[src/design/tbsq_pkg.sv]
// Shared constants and types for the trackball button and scroll qualifier.
package tbsq_pkg;

    localparam int S_DATA_W    = 40;
    localparam int M_DATA_W    = 72;
    localparam int CFG_INDEX_W = 2;
    localparam int CFG_DATA_W  = 8;
    localparam int CNT_W       = 7;
    localparam int FADE_W      = 8;
    localparam int DELTA_W     = 16;
    localparam int NUM_PINS    = 4;

    localparam logic [CNT_W-1:0] CNT_MAX = '1;

    // Input tdata bit positions
    localparam int IN_MOTION = 4;
    localparam int IN_DX_LO  = 5;
    localparam int IN_DY_LO  = 21;
    localparam int PIN_SCROLL = 3;

    // Output tdata bit positions
    localparam int OUT_LED     = 0;
    localparam int OUT_LEFT    = 1;
    localparam int OUT_MIDDLE  = 2;
    localparam int OUT_RIGHT   = 3;
    localparam int OUT_REPORT  = 4;
    localparam int OUT_MX_LO   = 5;
    localparam int OUT_MY_LO   = 21;
    localparam int OUT_WX_LO   = 37;
    localparam int OUT_WY_LO   = 53;
    localparam int OUT_USED_W  = 69;

    localparam logic [CNT_W-1:0]  PRESS_THRESHOLD_RST = 7'd80;
    localparam logic [CNT_W-1:0]  WINDOW_LENGTH_RST   = 7'd100;
    localparam logic [CNT_W-1:0]  LIGHT_RELOAD_RST    = 7'd50;
    localparam logic [FADE_W-1:0] FADE_DELAY_RST      = 8'd10;

    typedef enum logic [CFG_INDEX_W-1:0] {
        REG_PRESS_THRESHOLD = 2'd0,
        REG_WINDOW_LENGTH   = 2'd1,
        REG_LIGHT_RELOAD    = 2'd2,
        REG_FADE_DELAY      = 2'd3
    } cfg_reg_t;

    // Result of the first stage, ahead of the wheel division
    typedef struct packed {
        logic                      led_on;
        logic                      window_end;
        logic                      left_pressed;
        logic                      middle_pressed;
        logic                      right_pressed;
        logic                      move_report;
        logic signed [DELTA_W-1:0] move_x;
        logic signed [DELTA_W-1:0] move_y;
        logic                      pass_x;
        logic                      pass_y;
        logic signed [DELTA_W-1:0] acc_x;
        logic signed [DELTA_W-1:0] acc_y;
    } stage_t;

endpackage

[src/design/trackball_button_scroll_qualifier.sv]
// Trackball button qualifier, LED fade and scroll accumulation, top level.
// An accepted transaction is held in the first-stage register, then in the output register.
// Throughput: one transaction per cycle unless m_tready stalls; state updates only on accept.
// The wheel value divides by SCROLL_LIMIT with a reciprocal multiply in the output stage.
// Reset: asynchronous, active low; clears counters, light level, accumulators and valids,
// and loads the registers with their default values.
module trackball_button_scroll_qualifier #(
    parameter int unsigned SCROLL_LIMIT = 15
) (
    input  logic                                  clk,
    input  logic                                  rst_n,
    input  logic                                  cfg_we,
    input  logic [tbsq_pkg::CFG_INDEX_W-1:0]      cfg_index,
    input  logic [tbsq_pkg::CFG_DATA_W-1:0]       cfg_data,
    input  logic                                  s_tvalid,
    output logic                                  s_tready,
    // left_pin, middle_pin, right_pin, scroll_pin, motion_valid, delta_x[16], delta_y[16]
    input  logic [tbsq_pkg::S_DATA_W-1:0]         s_tdata,
    output logic                                  m_tvalid,
    input  logic                                  m_tready,
    // led_on, left_pressed, middle_pressed, right_pressed, move_report,
    // move_x[16], move_y[16], wheel_x[16], wheel_y[16]
    output logic [tbsq_pkg::M_DATA_W-1:0]         m_tdata,
    // window_end
    output logic                                  m_tlast
);

    localparam int DW = tbsq_pkg::DELTA_W;
    localparam int CW = tbsq_pkg::CNT_W;
    localparam int RECIP_SHIFT = DW + 8;
    localparam int RECIP_W     = RECIP_SHIFT + 1;
    localparam logic [RECIP_W-1:0] RECIP =
        RECIP_W'(((64'd1 << RECIP_SHIFT) + 64'(SCROLL_LIMIT) - 64'd1) / 64'(SCROLL_LIMIT));
    localparam logic signed [DW:0] LIMIT_POS = (DW+1)'(SCROLL_LIMIT);
    localparam logic signed [DW:0] LIMIT_NEG = -LIMIT_POS;
    localparam logic signed [DW:0] SAT_MAX = (DW+1)'(17'sd32767);
    localparam logic signed [DW:0] SAT_MIN = -(DW+1)'(17'sd32768);

    // Configuration registers
    logic [CW-1:0]                   press_threshold_reg;
    logic [CW-1:0]                   window_length_reg;
    logic [CW-1:0]                   light_reload_reg;
    logic [tbsq_pkg::FADE_W-1:0]     fade_delay_reg;

    // Block state
    logic [CW-1:0]                   tick_reg, tick_next;
    logic [CW-1:0]                   low_cnt_reg [tbsq_pkg::NUM_PINS];
    logic [CW-1:0]                   low_cnt_next [tbsq_pkg::NUM_PINS];
    logic [CW-1:0]                   cnt_upd [tbsq_pkg::NUM_PINS];
    logic [CW-1:0]                   light_reg, light_next;
    logic [tbsq_pkg::FADE_W-1:0]     fade_reg, fade_next;
    logic signed [DW-1:0]            acc_x_reg, acc_x_next;
    logic signed [DW-1:0]            acc_y_reg, acc_y_next;

    // Pipeline
    logic                            a_valid_reg, a_valid_next;
    tbsq_pkg::stage_t                a_reg, a_next;
    logic                            out_valid_reg, out_valid_next;
    logic [tbsq_pkg::M_DATA_W-1:0]   out_data_reg, out_data_next;
    logic                            out_last_reg, out_last_next;

    logic                            advance;
    logic                            accept;

    // First stage signals
    logic [CW-1:0]                   win_len;
    logic                            last_tick;
    logic [tbsq_pkg::NUM_PINS-1:0]   pressed;
    logic                            motion;
    logic signed [DW-1:0]            dx;
    logic signed [DW-1:0]            dy;
    logic signed [DW:0]              sum_x;
    logic signed [DW:0]              sum_y;
    logic signed [DW-1:0]            sat_x;
    logic signed [DW-1:0]            sat_y;
    logic                            pass_x;
    logic                            pass_y;
    logic [CW-1:0]                   light_faded;

    // Second stage signals
    logic signed [DW-1:0]            wheel_x;
    logic signed [DW-1:0]            wheel_y;

    function automatic logic signed [DW-1:0] div_limit(input logic signed [DW-1:0] v);
        logic [DW:0]             mag;
        logic [DW+RECIP_W:0]     prod;
        logic [DW:0]             quo;
        logic [DW:0]             res;
        mag  = v[DW-1] ? -{v[DW-1], v} : {v[DW-1], v};
        prod = (DW+RECIP_W+1)'(mag) * (DW+RECIP_W+1)'(RECIP);
        quo  = prod[RECIP_SHIFT +: DW+1];
        res  = v[DW-1] ? -quo : quo;
        return res[DW-1:0];
    endfunction

    assign advance  = !out_valid_reg || m_tready;
    assign s_tready = !a_valid_reg || advance;
    assign accept   = s_tvalid && s_tready;

    assign m_tvalid = out_valid_reg;
    assign m_tdata  = out_data_reg;
    assign m_tlast  = out_last_reg;

    always_ff @(posedge clk or negedge rst_n)
    begin
        if (!rst_n)
        begin
            press_threshold_reg <= tbsq_pkg::PRESS_THRESHOLD_RST;
            window_length_reg   <= tbsq_pkg::WINDOW_LENGTH_RST;
            light_reload_reg    <= tbsq_pkg::LIGHT_RELOAD_RST;
            fade_delay_reg      <= tbsq_pkg::FADE_DELAY_RST;
        end
        else if (cfg_we)
        begin
            unique case (tbsq_pkg::cfg_reg_t'(cfg_index))
                tbsq_pkg::REG_PRESS_THRESHOLD: press_threshold_reg <= cfg_data[CW-1:0];
                tbsq_pkg::REG_WINDOW_LENGTH:   window_length_reg   <= cfg_data[CW-1:0];
                tbsq_pkg::REG_LIGHT_RELOAD:    light_reload_reg    <= cfg_data[CW-1:0];
                tbsq_pkg::REG_FADE_DELAY:      fade_delay_reg      <= cfg_data;
                default: ;
            endcase
        end
    end

    always_comb
    begin
        win_len   = (window_length_reg == '0) ? CW'(1) : window_length_reg;
        last_tick = ({1'b0, tick_reg} + 8'd1) >= {1'b0, win_len};
        motion    = s_tdata[tbsq_pkg::IN_MOTION];
        dx        = s_tdata[tbsq_pkg::IN_DX_LO +: DW];
        dy        = s_tdata[tbsq_pkg::IN_DY_LO +: DW];

        for (int k = 0; k < tbsq_pkg::NUM_PINS; k++)
        begin
            cnt_upd[k] = (!s_tdata[k] && low_cnt_reg[k] != tbsq_pkg::CNT_MAX)
                         ? low_cnt_reg[k] + CW'(1) : low_cnt_reg[k];
            pressed[k] = cnt_upd[k] > press_threshold_reg;
        end

        sum_x = {acc_x_reg[DW-1], acc_x_reg} + {dx[DW-1], dx};
        sum_y = {acc_y_reg[DW-1], acc_y_reg} - {dy[DW-1], dy};
        sat_x = (sum_x > SAT_MAX) ? SAT_MAX[DW-1:0] :
                (sum_x < SAT_MIN) ? SAT_MIN[DW-1:0] : sum_x[DW-1:0];
        sat_y = (sum_y > SAT_MAX) ? SAT_MAX[DW-1:0] :
                (sum_y < SAT_MIN) ? SAT_MIN[DW-1:0] : sum_y[DW-1:0];
        pass_x = ($signed({sat_x[DW-1], sat_x}) > LIMIT_POS)
                 || ($signed({sat_x[DW-1], sat_x}) < LIMIT_NEG);
        pass_y = ($signed({sat_y[DW-1], sat_y}) > LIMIT_POS)
                 || ($signed({sat_y[DW-1], sat_y}) < LIMIT_NEG);

        light_faded = light_reg;
        fade_next   = fade_reg;
        if (light_reg != '0)
        begin
            if (fade_reg == fade_delay_reg)
            begin
                light_faded = light_reg - CW'(1);
                fade_next   = '0;
            end
            else
            begin
                fade_next = fade_reg + tbsq_pkg::FADE_W'(1);
            end
        end

        // Hold state unless a transaction is taken
        tick_next  = tick_reg;
        light_next = light_reg;
        acc_x_next = acc_x_reg;
        acc_y_next = acc_y_reg;
        for (int k = 0; k < tbsq_pkg::NUM_PINS; k++)
        begin
            low_cnt_next[k] = low_cnt_reg[k];
        end

        a_next                = '0;
        a_next.led_on         = tick_reg < light_reg;
        a_next.window_end     = last_tick;
        a_next.left_pressed   = last_tick && pressed[0];
        a_next.middle_pressed = last_tick && pressed[1];
        a_next.right_pressed  = last_tick && pressed[2];
        a_next.move_report    = last_tick && motion;
        a_next.acc_x          = sat_x;
        a_next.acc_y          = sat_y;

        if (!accept)
        begin
            fade_next = fade_reg;
        end
        else if (!last_tick)
        begin
            fade_next = fade_reg;
            tick_next = tick_reg + CW'(1);
            for (int k = 0; k < tbsq_pkg::NUM_PINS; k++)
            begin
                low_cnt_next[k] = cnt_upd[k];
            end
        end
        else
        begin
            tick_next  = '0;
            light_next = light_faded;
            for (int k = 0; k < tbsq_pkg::NUM_PINS; k++)
            begin
                low_cnt_next[k] = '0;
            end
            if (motion)
            begin
                light_next = light_reload_reg;
                if (pressed[tbsq_pkg::PIN_SCROLL])
                begin
                    a_next.pass_x = pass_x;
                    a_next.pass_y = pass_y;
                    acc_x_next    = pass_x ? '0 : sat_x;
                    acc_y_next    = pass_y ? '0 : sat_y;
                end
                else
                begin
                    a_next.move_x = dx;
                    a_next.move_y = dy;
                    acc_x_next    = '0;
                    acc_y_next    = '0;
                end
            end
        end

        a_valid_next = s_tready ? s_tvalid : a_valid_reg;
    end

    always_comb
    begin
        wheel_x = a_reg.pass_x ? div_limit(a_reg.acc_x) : '0;
        wheel_y = a_reg.pass_y ? div_limit(a_reg.acc_y) : '0;

        out_data_next                            = '0;
        out_data_next[tbsq_pkg::OUT_LED]         = a_reg.led_on;
        out_data_next[tbsq_pkg::OUT_LEFT]        = a_reg.left_pressed;
        out_data_next[tbsq_pkg::OUT_MIDDLE]      = a_reg.middle_pressed;
        out_data_next[tbsq_pkg::OUT_RIGHT]       = a_reg.right_pressed;
        out_data_next[tbsq_pkg::OUT_REPORT]      = a_reg.move_report;
        out_data_next[tbsq_pkg::OUT_MX_LO +: DW] = a_reg.move_x;
        out_data_next[tbsq_pkg::OUT_MY_LO +: DW] = a_reg.move_y;
        out_data_next[tbsq_pkg::OUT_WX_LO +: DW] = wheel_x;
        out_data_next[tbsq_pkg::OUT_WY_LO +: DW] = wheel_y;
        out_last_next                            = a_reg.window_end;
        out_valid_next = advance ? a_valid_reg : out_valid_reg;
    end

    always_ff @(posedge clk or negedge rst_n)
    begin
        if (!rst_n)
        begin
            tick_reg      <= '0;
            light_reg     <= '0;
            fade_reg      <= '0;
            acc_x_reg     <= '0;
            acc_y_reg     <= '0;
            a_valid_reg   <= 1'b0;
            out_valid_reg <= 1'b0;
            for (int k = 0; k < tbsq_pkg::NUM_PINS; k++)
            begin
                low_cnt_reg[k] <= '0;
            end
        end
        else
        begin
            tick_reg      <= tick_next;
            light_reg     <= light_next;
            fade_reg      <= fade_next;
            acc_x_reg     <= acc_x_next;
            acc_y_reg     <= acc_y_next;
            a_valid_reg   <= a_valid_next;
            out_valid_reg <= out_valid_next;
            for (int k = 0; k < tbsq_pkg::NUM_PINS; k++)
            begin
                low_cnt_reg[k] <= low_cnt_next[k];
            end
        end
    end

    always_ff @(posedge clk)
    begin
        if (s_tready)
        begin
            a_reg <= a_next;
        end
        if (advance)
        begin
            out_data_reg <= out_data_next;
            out_last_reg <= out_last_next;
        end
    end

endmodule

[config.mk]
export PLATFORM = sky130hd
export DESIGN_NAME = trackball_button_scroll_qualifier
export DESIGN_NICKNAME = d
export VERILOG_FILES = /design/src/design/tbsq_pkg.sv /design/src/design/trackball_button_scroll_qualifier.sv
export SDC_FILE = /design/constraint.sdc
export NUM_CORES = 1
export LEC_CHECK = 0
export ABC_AREA = 1
export BUFFER_PORTS_ARGS = -buffer_cell sky130_fd_sc_hd__buf_2
export CORE_ASPECT_RATIO = 0.9
export CORE_MARGIN = 3
export CORE_UTILIZATION = 35
export CTS_CLUSTER_DIAMETER = 80
export DETAILED_ROUTE_END_ITERATION = 16
export GPL_TIMING_DRIVEN = 0
export HOLD_SLACK_MARGIN = 0.1
export PLACE_DENSITY_LB_ADDON = 0.08
export SLEW_MARGIN = 5
export SYNTH_ARGS = -nofsm -noshare
export SYNTH_HDL_FRONTEND = slang
export SYNTH_SLANG_ARGS = --single-unit
[constraint.sdc]
create_clock -name clk -period 6.06 [get_ports clk]
set_clock_uncertainty 0.05 [all_clocks]
set_input_delay 1.212 -clock clk [delete_from_list [all_inputs] [get_ports clk]]
set_output_delay 1.212 -clock clk [all_outputs]
set_load 0.03 [all_outputs]
# ---- After elaboration in Yosys (flattened, before gate mapping)
# Index checks and enable logic that the tools add are counted.
dict set report totals {
  out_inout_bits 75
  inputBits 55
  elab_cells 132
  ff_bits 255
}
dict set report classes {
  multipliers 2
  reduce_logical 35
  magnitude_cmp 14
  add_sub_neg 14
  n_eq_ne 8
  mux 23
  bitwise_logic 3
}
# op count
set op_table {}
lappend op_table {{$mux W16} 8}
lappend op_table {{$mul A17 B20 Y37 const B} 2}
lappend op_table {{$mux W7} 9}
lappend op_table {{$add A7 B1 Y7 const B} 5}
lappend op_table {{$gt A17 B16 Y1 const B} 2}
lappend op_table {{$lt A17 B16 Y1 const B} 2}
lappend op_table {{$mux W17} 2}
lappend op_table {{$neg A17 Y17} 2}
lappend op_table {{$gt A16 B5 Y1 const B} 2}
lappend op_table {{$lt A16 B5 Y1 const B} 2}
lappend op_table {{$neg A14 Y16} 2}
lappend op_table {{$gt A7 B7 Y1} 4}
lappend op_table {{$mux W14} 2}
lappend op_table {{$mux W28} 1}
lappend op_table {{$ne A7 B7 Y1 const B} 4}
lappend op_table {{$add A16 B16 Y17} 1}
lappend op_table {{$sub A16 B16 Y17} 1}
lappend op_table {{$reduce_and A2 Y1} 6}
lappend op_table {{$logic_and A1 B1 Y1} 9}
lappend op_table {{$add A7 B1 Y8 const B} 1}
lappend op_table {{$add A8 B1 Y8 const B} 1}
lappend op_table {{$eq A8 B8 Y1} 1}
lappend op_table {{$ge A8 B7 Y1} 1}
lappend op_table {{$mux W8} 1}
lappend op_table {{14 further kinds} 28}

# ---- Longest topological paths before layout
dict set report logic_depth {
  word_depth 8
  mapped_depth 39
  mapped_depth_nobuf 39
}

# ---- Worst setup path after synthesis
# Ideal clock, no wire load.
dict set report synth_timing {
  path_kind {reg-to-reg}
  start {register a_reg[0] in the netlist's numbering}
  end {register out_data_reg, in the netlist m_tdata[63], data pin}
  synth_period_minus_slack_ns 6.386
  slack_ns -0.326
  t_required_ns 5.755
  arrival_ns 6.081
  stages_incl_launch_ff 30
  path_buffers 0
  setup_ns 0.255
  cell_sequence {edfxtp_1 inv_1 ha_1 inv_1 nor3_1 nand2_1 o41ai_1 o21ai_0 xor2_1 ha_1 fa_1 fa_1 fa_1 fa_1 ha_1 nand2_1 nor2_2 nand2_1 nor3b_1 nand2_1 nand2_1 xor2_1 ha_1 nand3_1 nor2_1 nand3_1 nand2_1 nand3_1 nand2_1 nor2_1}
}
dict set report synth_between {
  elab_chain_len 5
}
# item line_no
set synth_lines {}
lappend synth_lines {{start, declared} trackball_button_scroll_qualifier.sv:57} ;# tbsq_pkg::stage_t a_reg, a_next;
lappend synth_lines {{start signal, assigned} trackball_button_scroll_qualifier.sv:285} ;# a_reg <= a_next;
lappend synth_lines {{$neg A17 Y17} trackball_button_scroll_qualifier.sv:89} ;# mag = v[DW-1] ? -{v[DW-1], v} : {v[DW-1], v};
lappend synth_lines {{$mux W17 (*)} trackball_button_scroll_qualifier.sv:89}
lappend synth_lines {{$mul A17 B20 Y37 (*)} trackball_button_scroll_qualifier.sv:90} ;# prod = (DW+RECIP_W+1)'(mag) * (DW+RECIP_W+1)'(RECIP);
lappend synth_lines {{$neg A14 Y16} trackball_button_scroll_qualifier.sv:92} ;# res = v[DW-1] ? -quo : quo;
lappend synth_lines {{$mux W14 (*)} trackball_button_scroll_qualifier.sv:92}
lappend synth_lines {{end signal, assigned} trackball_button_scroll_qualifier.sv:289} ;# out_data_reg <= out_data_next;
lappend synth_lines {{end, declared} trackball_button_scroll_qualifier.sv:59} ;# logic [tbsq_pkg::M_DATA_W-1:0] out_data_reg, out_data_next;
# Every way passes the cells marked *; elsewhere a longest branch is shown, timed or not.
# A chain may end at the register's enable or synchronous reset.

# ---- Final worst setup path
dict set report layout_timing {
  start {register a_reg[1] in the netlist's numbering}
  end {register out_data_reg, in the netlist m_tdata[67], data pin}
}
dict set report layout_between {
  elab_chain_len 4
}
# item line_no
set layout_lines {}
lappend layout_lines {{$neg A17 Y17} trackball_button_scroll_qualifier.sv:89}
lappend layout_lines {{$mux W17 (*)} trackball_button_scroll_qualifier.sv:89}
lappend layout_lines {{$mul A17 B20 Y37 (*)} trackball_button_scroll_qualifier.sv:90}
lappend layout_lines {{$neg A14 Y16 (*)} trackball_button_scroll_qualifier.sv:92}
# Marks and branches as above.

==> impl_metrics.tcl <==
set metrics [dict create \
    drc 0 \
    hold_path.class "flip-flop to flip-flop" \
    gr-usage-all-layers_pct 18.6 \
    root_buffer "clkbuf_16" \
    final-setup-viol-count 21 \
    netlist-cell-type-count 61 \
    synth-seq-area-share_pct 32.8 \
    timing.fmax_mhz 159 \
    tightest_slew_ns 0.847 \
    relSlewSlack_pct 43.6 \
    min_from "a_reg[67]" \
    yosys_warnings 0 \
    clock_sinks 255 \
    rows 85 \
    numCtsBuffers 35 \
    drt-pass1-iter-count 5 \
    grt_pass1_vias 18200 \
    drt-vias-per-instance 4.84 \
    n_antenna_cell 0 \
    dp_cells 3557 \
    cp_slowest_stage_delay_ns 0.52 \
    cp.required_ns 6.32 \
    finalWorstSetupSlack_ns -0.247 \
    regArea_um2 7100 \
    whs_ns 0.365 \
    reg2reg_depth 32 \
    avgSynthCellArea_um2 8.19 \
    cp.arrival_ns 6.57 \
    synth_edf_count 142 \
    htree_levels 2 \
    routed_wl_um 60500 \
    wl_met3_um 2170 \
    die_h_um 242 \
    report.final.slew_viol_count 0 \
    largest_register_ffs 71 \
    endpoint_kind "flip-flop" \
    start_util_pct 35.7 \
    cts_tree "done" \
    highest-signal-layer "met5" \
    final_layout_size_suffix_gt1_share_pct 23.5 \
    crit_path_top_delay_cell "fa_1" \
    period_share_pct 104 \
    place_congestion 0.879 \
    drt-met1-wl_um 29400 \
    wl_per_cell_um 16.2 \
    hold_viol_final 0 \
    violations "setup timing" \
    fin_cells 3725 \
    clk_latency_ns 0.56 \
    grt_setup_unrepaired "true" \
    antenna_left 0 \
    run_status "complete, but fails checks" \
    grt_max_degree 86 \
    gr-total-overflow 0 \
    drt_iter0_drc 841 \
    num_vias 18000 \
    cp-startpoint "a_reg[1]" \
    ys.flop_type "edfxtp_1" \
    wl_met2_um 27500 \
    layout.nets 3319 \
    syn_to_final_growth_pct 24.4 \
    cp-start-kind "flip-flop" \
    antenna_found_initial 2 \
    async_flop_share_pct 44.3 \
    syn_area_um2 21600 \
    ys_seq_elements 255 \
    cp_max_fo 4 \
    timing.rr.start "a_reg[1]" \
    dieArea_um2 64800 \
    worstSetupPathType "flip-flop to flip-flop" \
    clk_pin_slew_ns 0.06 \
    cts_buffer_depth 3 \
    multi_input_area_um2 14100 \
    grt_pass1_wl_um 96700 \
    dp_hpwl_um 46900 \
    portBuffers 122 \
    netlist_instances 2641 \
    chipWidth_um 268 \
    cap_violations 0 \
    fillers 6043 \
    coreArea_um2 60500 \
    period_needed_ns 6.31 \
    worst_path_most_repeated_cell "fa_1" \
    hold_depth 0 \
    ioPinCount 130 \
]
-- layout make-up --
class	count	area share, %
plain buffers	42	0.977
clock buffers	43	3.40
clock inverters	21	0.953
inverters	453	6.38
multi-input cells	1899	52.5
flip-flops and latches	255	26.4
well taps	783	3.64
repair buffers	229	5.70
-- path summary, 6_finish.rpt --
check	to	slack [ns]
worst min register to register	m_tdata[3]	0.36
worst max register to register	m_tdata[67]	-0.25
max in group asynchronous	light_reload_reg[4]	4.72
worst max-delay path	m_tdata[67]	-0.25
min in group asynchronous	low_cnt_reg[20]	0.48
worst min-delay path	m_tdata[3]	0.36
-- stage by stage --
step | TNS, ns | area [um2] | util [%] | setup WS [ns]
6_report | -2.67 | 26900 | 44.5 | -0.247
5_1_grt | -11.52 | 26900 | 44.5 | -0.561
4_1_cts | -5.63 | 26100 | 43.1 | -0.358
3_5_place_dp | -30.75 | 23400 | 38.7 | -1.32
3_3_place_gp | -184.18 | 23300 | 38.5 | -1.63
2_1_floorplan | 0 | 21700 | - | 0.000824
-- what timing repair did --
action | 4_1_cts | 5_1_grt
pin swaps | 122 | 69
hold buffers | 0 | 0
gates resized for setup | 225 | 163
setup endpoints to repair | 32 | 32
buffers inserted | 70 | 42
-- per-layer routing --
layer | global-route usage, % | vias up
li1 | - | 9165
met1 | 25.7 | 8509
met2 | 30.2 | 250
met3 | 3.00 | 85
met4 | 4.39 | 4
met5 | 0 | -
-- cells in the final DEF (no fill, tap or decap), drive strengths merged, types with 2 or more instances in the layout --
cell type    n
a211oi       4
or3          2
nand3      140
a31oi       15
fa          68
clkbuf      64
buf        250
o21bai      13
o31ai       10
a22oi        3
mux2i        3
nand4       20
nor3        52
bufinv       4
ha         281
a221oi       2
a21o        12
clkinv      13
and3         4
conb         9
nand3b      17
dfstp       10
inv        456
xor2        76
dfrtp      103
nor4        17
o21a         4
xnor2       25
nor2       239
edfxtp     142
o21ai      140
a21oi      128
nor3b        3
nand2      595
or2         10
-- synth_stat cells (15+ instances only) --
cell | number | share of area, %
ha_1 | 281 | 16
nand4_1 | 20 | 0.58
edfxtp_1 | 142 | 20
inv_1 | 442 | 7.7
nor2_1 | 232 | 4.0
nand3_1 | 134 | 3.1
xor2_1 | 75 | 3.0
a31oi_1 | 15 | 0.43
nand3b_1 | 15 | 0.52
dfrtp_1 | 103 | 12
nand2_1 | 544 | 9.4
nor4_1 | 17 | 0.49
xnor2_1 | 25 | 1.0
nor3_1 | 49 | 1.1
o21ai_0 | 127 | 2.9
a21oi_1 | 124 | 2.9
clkbuf_1 | 20 | 0.35
fa_1 | 68 | 6.3
nand2_2 | 37 | 1.1
-- kinds of logic after synthesis --
group / count (synthesis) / share of synthesized area [%]
buffers and inverters: 495 / 9.03
XOR/XNOR: 101 / 4.18
other: 1 / 0.0173
adder cells (fa/ha/maj): 349 / 22.6
multiplexers: 4 / 0.191
AO/OA/AOI/OAI: 336 / 8.70
AND/OR/NAND/NOR: 1100 / 22.5
flip-flops: 255 / 32.8
-- worst max-delay path: cells and delay by family, from the launching register on --
kind            cells  cell delay, ns
flops               1            0.39
simple gates       16            1.69
buf+inv             4            0.36
xor+xnor            2            0.35
fa+ha+maj           7            2.67
compound gates      3            0.55
Power is not shown: default switching activity piles up to over one toggle a cycle in this logic, so the estimate is an artifact.
